File: src/hdl/bblur_pkg.sv
package bblur_pkg;

    localparam int CH_W       = 8;
    localparam int PIX_W      = 3 * CH_W;
    localparam int MAX_WIDTH  = 4096;
    localparam int MAX_HEIGHT = 4096;

    // configuration port
    localparam int CFG_W     = 13;
    localparam int CFG_IDX_W = 2;
    localparam logic [CFG_IDX_W-1:0] REG_WIDTH  = CFG_IDX_W'(0);
    localparam logic [CFG_IDX_W-1:0] REG_HEIGHT = CFG_IDX_W'(1);
    localparam logic [CFG_W-1:0] WIDTH_RESET  = CFG_W'(640);
    localparam logic [CFG_W-1:0] HEIGHT_RESET = CFG_W'(480);

    // counters
    localparam int COL_W = $clog2(MAX_WIDTH);
    localparam int EW_W  = $clog2(MAX_WIDTH + 1);
    localparam int EH_W  = $clog2(MAX_HEIGHT + 1);
    localparam int ROW_W = $clog2(MAX_HEIGHT + 2);

    // divide by neighbor count: multiply by ceil(2^RECIP_SH / n)
    localparam int N_W      = 4;
    localparam int SUM_W    = $clog2(9 * (2 ** CH_W - 1) + 1);
    localparam int RECIP_SH = 16;
    localparam int RECIP_W  = RECIP_SH + 1;
    localparam int PROD_W   = SUM_W + RECIP_W;

    // queues
    localparam int CQ_DEPTH = 4;
    localparam int CQ_PTR_W = $clog2(CQ_DEPTH);
    localparam int CQ_CNT_W = $clog2(CQ_DEPTH + 1);
    localparam int OQ_DEPTH = 4;
    localparam int OQ_PTR_W = $clog2(OQ_DEPTH);
    localparam int OQ_CNT_W = $clog2(OQ_DEPTH + 1);

    typedef logic [PIX_W-1:0] pix_t;

    typedef struct packed {
        logic [COL_W-1:0] addr;
        pix_t             pix;
        logic             shift;
        logic             emit;
        logic             use_old;
        logic             fend;
        logic             col0;
        logic             col1;
        logic             top;
        logic             bot;
        logic [N_W-1:0]   n;
    } cmd_t;

    typedef struct packed {
        logic [CH_W-1:0] red;
        logic [CH_W-1:0] green;
        logic [CH_W-1:0] blue;
        logic            fend;
    } res_t;

    function automatic logic [RECIP_W-1:0] recip(input logic [N_W-1:0] n);
        logic [RECIP_W-1:0] m;
        case (n)
            N_W'(1):  m = RECIP_W'(65536);
            N_W'(2):  m = RECIP_W'(32768);
            N_W'(3):  m = RECIP_W'(21846);
            N_W'(4):  m = RECIP_W'(16384);
            N_W'(5):  m = RECIP_W'(13108);
            N_W'(6):  m = RECIP_W'(10923);
            N_W'(7):  m = RECIP_W'(9363);
            N_W'(8):  m = RECIP_W'(8192);
            N_W'(9):  m = RECIP_W'(7282);
            default:  m = '0;
        endcase
        return m;
    endfunction

endpackage

File: src/hdl/bblur_front.sv
module bblur_front (
    input  logic                              clk,
    input  logic                              rst_n,
    input  logic                              push,
    output logic                              full,
    input  logic [bblur_pkg::CH_W-1:0]        in_blue,
    input  logic [bblur_pkg::CH_W-1:0]        in_green,
    input  logic [bblur_pkg::CH_W-1:0]        in_red,
    input  logic                              cfg_valid,
    output logic                              cfg_ready,
    input  logic [bblur_pkg::CFG_IDX_W-1:0]   cfg_index,
    input  logic [bblur_pkg::CFG_W-1:0]       cfg_data,
    output bblur_pkg::cmd_t                   cmd,
    output logic                              cmd_valid,
    input  logic                              cmd_pop
);

    localparam int COL_W = bblur_pkg::COL_W;
    localparam int EW_W  = bblur_pkg::EW_W;
    localparam int EH_W  = bblur_pkg::EH_W;
    localparam int ROW_W = bblur_pkg::ROW_W;
    localparam int N_W   = bblur_pkg::N_W;

    logic [bblur_pkg::CFG_W-1:0] width_reg, width_next;
    logic [bblur_pkg::CFG_W-1:0] height_reg, height_next;
    logic                        cfg_hit;
    logic [EW_W-1:0]             eff_w;
    logic [EH_W-1:0]             eff_h;
    logic [ROW_W-1:0]            rh;
    logic [ROW_W-1:0]            h_plus1;

    logic [COL_W-1:0] col_reg, col_next;
    logic [ROW_W-1:0] row_reg, row_next;
    logic [EW_W-1:0]  col_inc;
    logic             row_last;
    logic             accept;
    logic             at_c0;
    logic             in_frame;
    logic             start;
    logic             second;
    logic             fend;
    logic [N_W-1:0]   ncols;
    logic [N_W-1:0]   nrows;
    bblur_pkg::cmd_t  cmd_in;

    bblur_pkg::cmd_t                   cq_mem_reg [bblur_pkg::CQ_DEPTH];
    logic [bblur_pkg::CQ_PTR_W-1:0]    cq_wr_reg, cq_wr_next;
    logic [bblur_pkg::CQ_PTR_W-1:0]    cq_rd_reg, cq_rd_next;
    logic [bblur_pkg::CQ_CNT_W-1:0]    cq_cnt_reg, cq_cnt_next;
    logic                              cq_pop;

    // config
    assign cfg_ready = 1'b1;

    always_comb
    begin
        width_next  = width_reg;
        height_next = height_reg;
        cfg_hit     = 1'b0;
        if (cfg_valid)
        begin
            unique case (cfg_index)
                bblur_pkg::REG_WIDTH:
                begin
                    width_next = cfg_data;
                    cfg_hit    = 1'b1;
                end
                bblur_pkg::REG_HEIGHT:
                begin
                    height_next = cfg_data;
                    cfg_hit     = 1'b1;
                end
                default:
                begin
                end
            endcase
        end
    end

    always_comb
    begin
        if (width_reg == '0)
        begin
            eff_w = EW_W'(1);
        end
        else if (int'(width_reg) > bblur_pkg::MAX_WIDTH)
        begin
            eff_w = EW_W'(bblur_pkg::MAX_WIDTH);
        end
        else
        begin
            eff_w = EW_W'(width_reg);
        end
        if (height_reg == '0)
        begin
            eff_h = EH_W'(1);
        end
        else if (int'(height_reg) > bblur_pkg::MAX_HEIGHT)
        begin
            eff_h = EH_W'(bblur_pkg::MAX_HEIGHT);
        end
        else
        begin
            eff_h = EH_W'(height_reg);
        end
    end

    // classify
    assign rh       = ROW_W'(eff_h);
    assign h_plus1  = rh + ROW_W'(1);
    assign accept   = push && !full;
    assign at_c0    = (col_reg == '0);
    assign in_frame = (row_reg < rh);
    assign start    = at_c0 && (row_reg >= ROW_W'(2));
    assign fend     = start && (row_reg == h_plus1);
    assign second   = !at_c0 && (row_reg != '0);
    assign col_inc  = EW_W'(col_reg) + EW_W'(1);
    assign row_last = (col_inc >= eff_w);

    always_comb
    begin
        cmd_in.addr    = col_reg;
        cmd_in.pix     = in_frame ? {in_red, in_green, in_blue} : '0;
        cmd_in.shift   = !fend;
        cmd_in.emit    = start || second;
        cmd_in.use_old = start;
        cmd_in.fend    = fend;
        cmd_in.col0    = start ? 1'b0 : (col_reg >= COL_W'(2));
        cmd_in.col1    = start ? (eff_w >= EW_W'(2)) : 1'b1;
        cmd_in.top     = start ? (row_reg >= ROW_W'(3)) : (row_reg >= ROW_W'(2));
        cmd_in.bot     = start ? (row_reg <= rh) : in_frame;
        ncols          = N_W'(1) + N_W'(cmd_in.col0) + N_W'(cmd_in.col1);
        nrows          = N_W'(1) + N_W'(cmd_in.top) + N_W'(cmd_in.bot);
        cmd_in.n       = N_W'(ncols * nrows);
    end

    always_comb
    begin
        col_next = col_reg;
        row_next = row_reg;
        if (cfg_hit)
        begin
            col_next = '0;
            row_next = '0;
        end
        else if (accept)
        begin
            if (fend)
            begin
                col_next = '0;
                row_next = '0;
            end
            else if (row_last)
            begin
                col_next = '0;
                row_next = row_reg + ROW_W'(1);
            end
            else
            begin
                col_next = col_inc[COL_W-1:0];
            end
        end
    end

    // command queue
    assign full      = (cq_cnt_reg == bblur_pkg::CQ_CNT_W'(bblur_pkg::CQ_DEPTH));
    assign cmd_valid = (cq_cnt_reg != '0);
    assign cmd       = cq_mem_reg[cq_rd_reg];
    assign cq_pop    = cmd_pop && cmd_valid;

    always_comb
    begin
        cq_wr_next  = accept ? cq_wr_reg + bblur_pkg::CQ_PTR_W'(1) : cq_wr_reg;
        cq_rd_next  = cq_pop ? cq_rd_reg + bblur_pkg::CQ_PTR_W'(1) : cq_rd_reg;
        cq_cnt_next = cq_cnt_reg + bblur_pkg::CQ_CNT_W'(accept)
                      - bblur_pkg::CQ_CNT_W'(cq_pop);
    end

    always_ff @(posedge clk)
    begin
        if (accept)
        begin
            cq_mem_reg[cq_wr_reg] <= cmd_in;
        end
    end

    always_ff @(posedge clk or negedge rst_n)
    begin
        if (!rst_n)
        begin
            width_reg  <= bblur_pkg::WIDTH_RESET;
            height_reg <= bblur_pkg::HEIGHT_RESET;
            col_reg    <= '0;
            row_reg    <= '0;
            cq_wr_reg  <= '0;
            cq_rd_reg  <= '0;
            cq_cnt_reg <= '0;
        end
        else
        begin
            width_reg  <= width_next;
            height_reg <= height_next;
            col_reg    <= col_next;
            row_reg    <= row_next;
            cq_wr_reg  <= cq_wr_next;
            cq_rd_reg  <= cq_rd_next;
            cq_cnt_reg <= cq_cnt_next;
        end
    end

endmodule

File: config.mk
export PLATFORM = sky130hd
export DESIGN_NAME = bblur_front
export DESIGN_NICKNAME = d
export VERILOG_FILES = /design/src/hdl/bblur_pkg.sv /design/src/hdl/bblur_front.sv
export SDC_FILE = /design/constraint.sdc
export NUM_CORES = 1
export LEC_CHECK = 0
export ABC_AREA = 1
export BUFFER_PORTS_ARGS = -buffer_cell sky130_fd_sc_hd__buf_2
export CAP_MARGIN = 20
export CORE_MARGIN = 5
export CORE_UTILIZATION = 40
export CTS_BUF_LIST = sky130_fd_sc_hd__clkbuf_8
export CTS_CLUSTER_SIZE = 10
export DETAILED_ROUTE_END_ITERATION = 6
export PLACE_DENSITY = 0.59
export SLEW_MARGIN = 40
export SYNTH_ARGS = -nofsm -noshare
export SYNTH_HDL_FRONTEND = slang
export SYNTH_SLANG_ARGS = --single-unit
export TNS_END_PERCENT = 20
File: constraint.sdc
create_clock -name clk -period 10.5 [get_ports clk]
set_clock_uncertainty 0.05 [all_clocks]
set_input_delay 0.525 -clock clk [delete_from_list [all_inputs] [get_ports clk]]
set_output_delay 0.525 -clock clk [all_outputs]
set_load 0.005 [all_outputs]
==> impl_metrics.env <==
export IMPL_antenna_found_initial=0
export IMPL_syn_inst=1149
export IMPL_fin_tns_setup_ns=0
export IMPL_grt_max_degree=100
export IMPL_path_delay_family="simple AND/OR/NAND/NOR gates"
export IMPL_irDropWorstVdd_v=0.000106
export IMPL_grt_setup_unrepaired="false"
export IMPL_die_h_um=181
export IMPL_post_cts_setup_buffer_count=0
export IMPL_combPwrFrac_pct=33.8
export IMPL_ys_ff_latch=250
export IMPL_met3WireLength_um=1220
export IMPL_dr_pass1_iters=6
export IMPL_io_buffers=93
export IMPL_synth_edf_count=192
export IMPL_cp_required_ns=10.71
export IMPL_synth_nets=1236
export IMPL_timing_fmax_ghz=0.257
export IMPL_vias_per_cell=4.93
export IMPL_initial_core_util_pct=40.7
export IMPL_netSwitchingFraction_pct=35.9
export IMPL_relSlewSlack_pct=48.0
export IMPL_synth_area_top_cells="edfxtp_1, dfrtp_1, nor2_1"
export IMPL_final_common_cell="edfxtp_1"
export IMPL_crit_start="height_reg[2]"
export IMPL_grt_pass1_vias=8110
export IMPL_p_switching_mw=1.25
export IMPL_synth_top_area_share_pct=49.2
export IMPL_async_flop_share_pct=23.2
export IMPL_drive_gt1_share_pct=15.3
export IMPL_max_stage_delay_ns=0.44
export IMPL_cp_slowest_cell="dfrtp_1"
export IMPL_p_int_mw=2.23
export IMPL_grt_usage_pct=15.6
export IMPL_route_detailed_drc=0
export IMPL_rows=62
export IMPL_synth_top_cell_by_area="edfxtp_1"
export IMPL_clkTransAtPathRegs_ns=0.06
export IMPL_yosys_warnings=0
export IMPL_slew_viol_final=0
export IMPL_clk_path_buf_depth=3
export IMPL_htreeDepth=2
export IMPL_vias=8191
export IMPL_ctsResizeCount=0
export IMPL_postSynthAreaPerCell_um2=10.2
export IMPL_period_minus_slack_ns=3.89
export IMPL_cts_root_buffer="clkbuf_8"
export IMPL_synth_ff_type="edfxtp_1"
export IMPL_worstPathArrival_ns=4.10
export IMPL_critPathLaunchType="register"
export IMPL_wirelength_met1_um=12100
export IMPL_final_core_util_pct=46.6
export IMPL_area_delta_synth_final_pct=14.5
export IMPL_p_leak_nw=5.56
export IMPL_worstMarginPinSlew_ns=0.780
export IMPL_grt_first_pass_wirelength_um=42200
export IMPL_power_density_nw_per_um2=259
export IMPL_overflow=0
export IMPL_place_gp_congestion=0.821
export IMPL_wirelength_um=25800
export IMPL_critPathMaxFanout=25
export IMPL_yosysSeqAreaShare_pct=61.7
export IMPL_finalHoldViolations=0
export IMPL_crit_buf_inv=2
export IMPL_dp_hpwl_um=15800
export IMPL_worstSetupPathType="reg -> reg"
export IMPL_hold_buffers=0
export IMPL_wl_per_cell_um=15.6
export IMPL_dr_wl_met2_um=12100
export IMPL_layout_cells_most_common_list="edfxtp_1, nor2_1, nand2_1"
export IMPL_clk_insertion_delay_late_ns=0.54
export IMPL_crit_path_frequent_cell="nand2_1"
export IMPL_finalSetupViolCount=0
export IMPL_status="finished, final reports clean"
export IMPL_max_cap_violations=0
export IMPL_worstReg2RegStart="height_reg[2]"
export IMPL_crit_path_end_kind="register"
export IMPL_cts_buffers=42
export IMPL_clock_sinks=250
export IMPL_post_route_period_util_pct=37.0
export IMPL_largest_register_ffs=192
export IMPL_pin_count=95
export IMPL_coreArea_um2=28800
export IMPL_antenna_cells=0
export IMPL_pwr_share_seq_pct=41.3
export IMPL_fin_nets=1332
export IMPL_routed_top_layer="met4"
export IMPL_crit_chain="nor2_1, nand2_1, nor2_1, nand2_1, nand2_2, nand2_1, ha_1, nand2_1, o21ai_0, a221oi_1, o211a_1, o21a_1, o21ai_2, buf_4, nand2_1, inv_1, ha_1, nor2_1, ha_1, ha_1"
export IMPL_synth_area_um2=11700
export IMPL_die_area_um2=32800
export IMPL_pwr_share_clk_pct=24.9
export IMPL_antenna_left=0
export IMPL_drt_iter0_drc=532
export IMPL_hold_class="in -> async"
export IMPL_die_w_um=181
export IMPL_cts_tree="done"
export IMPL_yosysUniqueCellTypes=44
[area by class of cell]
type | count | area, um^2
Clock buffer | 46 | 633
Clock inverter | 30 | 219
Fill cell | 2737 | 15400
Inverter | 126 | 475
Multi-Input combinational cell | 723 | 3840
Sequential cell | 250 | 7230
Tap cell | 384 | 480
Timing Repair Buffer | 102 | 541
[path summary, 6_finish.rpt]
check                              endpoint  slack [ns]  cells after the start
max                        cq_mem_reg[2][2]        6.61                     20
min                          height_reg[10]        0.02                      2
max reg2reg                cq_mem_reg[2][2]        6.61                     20
min reg2reg                  height_reg[10]        0.44                      2
max in group asynchronous      cq_rd_reg[0]        9.96                      2
min in group clk              height_reg[6]        0.22                      3
[cells by family (layout without fill, tap and decap cells)]
| family | Yosys count | in the layout | share of synthesized area [%] |
|---|---|---|---|
| AND/OR/NAND/NOR | 432 | 432 | 15.3 |
| flip-flops | 250 | 250 | 61.7 |
| AO/OA/AOI/OAI | 217 | 217 | 10.2 |
| buffers and inverters | 176 | 304 | 5.93 |
| adder cells (fa/ha/maj) | 43 | 43 | 4.66 |
| XOR/XNOR | 30 | 30 | 2.24 |
| other | 1 | 1 | 0.0320 |
[through the flow]
stage	hold WS [ns]	cell area (um^2)	total power [mW]	std cells	worst slack, ns
after detailed placement	0.428	12600	2.65	1585	6.59
after global placement	0.422	12500	2.62	1585	6.67
after global routing	0.0630	13400	3.73	1661	6.21
final	0.0231	13400	3.47	1661	6.61
after CTS	0.109	13400	3.52	1661	6.57
after floorplan	0.179	11700	2.19	1149	7.07
[Yosys cell counts, types with 5 or more instances]
| cell type | count |
|---|---|
| nor4_1 | 5 |
| inv_1 | 123 |
| dfstp_2 | 6 |
| nand2_1 | 171 |
| a21oi_1 | 13 |
| edfxtp_1 | 192 |
| xor2_1 | 23 |
| dfrtp_1 | 52 |
| nand4_1 | 15 |
| o22ai_1 | 58 |
| ha_1 | 42 |
| xnor2_1 | 7 |
| o21ai_0 | 133 |
| nor2_1 | 188 |
| clkbuf_1 | 41 |
| nand3_1 | 25 |
| nor3_1 | 9 |
[layer usage]
| metal | global-route usage (%) | vias to the layer above |
|---|---|---|
| met1 | 21.4 | 3844 |
| met5 | 0 | - |
| met3 | 2.84 | 36 |
| met4 | 3.99 | 0 |
| met2 | 25.7 | 196 |
| li1 | - | 4115 |
[power groups by stage]
stage	Clock, mW	Combinational, mW	Sequential [mW]
finish	0.864	1.18	1.43
global placement	0	1.18	1.45
floorplan	0	0.756	1.44
global route	0.939	1.34	1.45
detailed placement	0	1.19	1.45
CTS	0.890	1.20	1.43
Power figures use the tool's default switching activity.
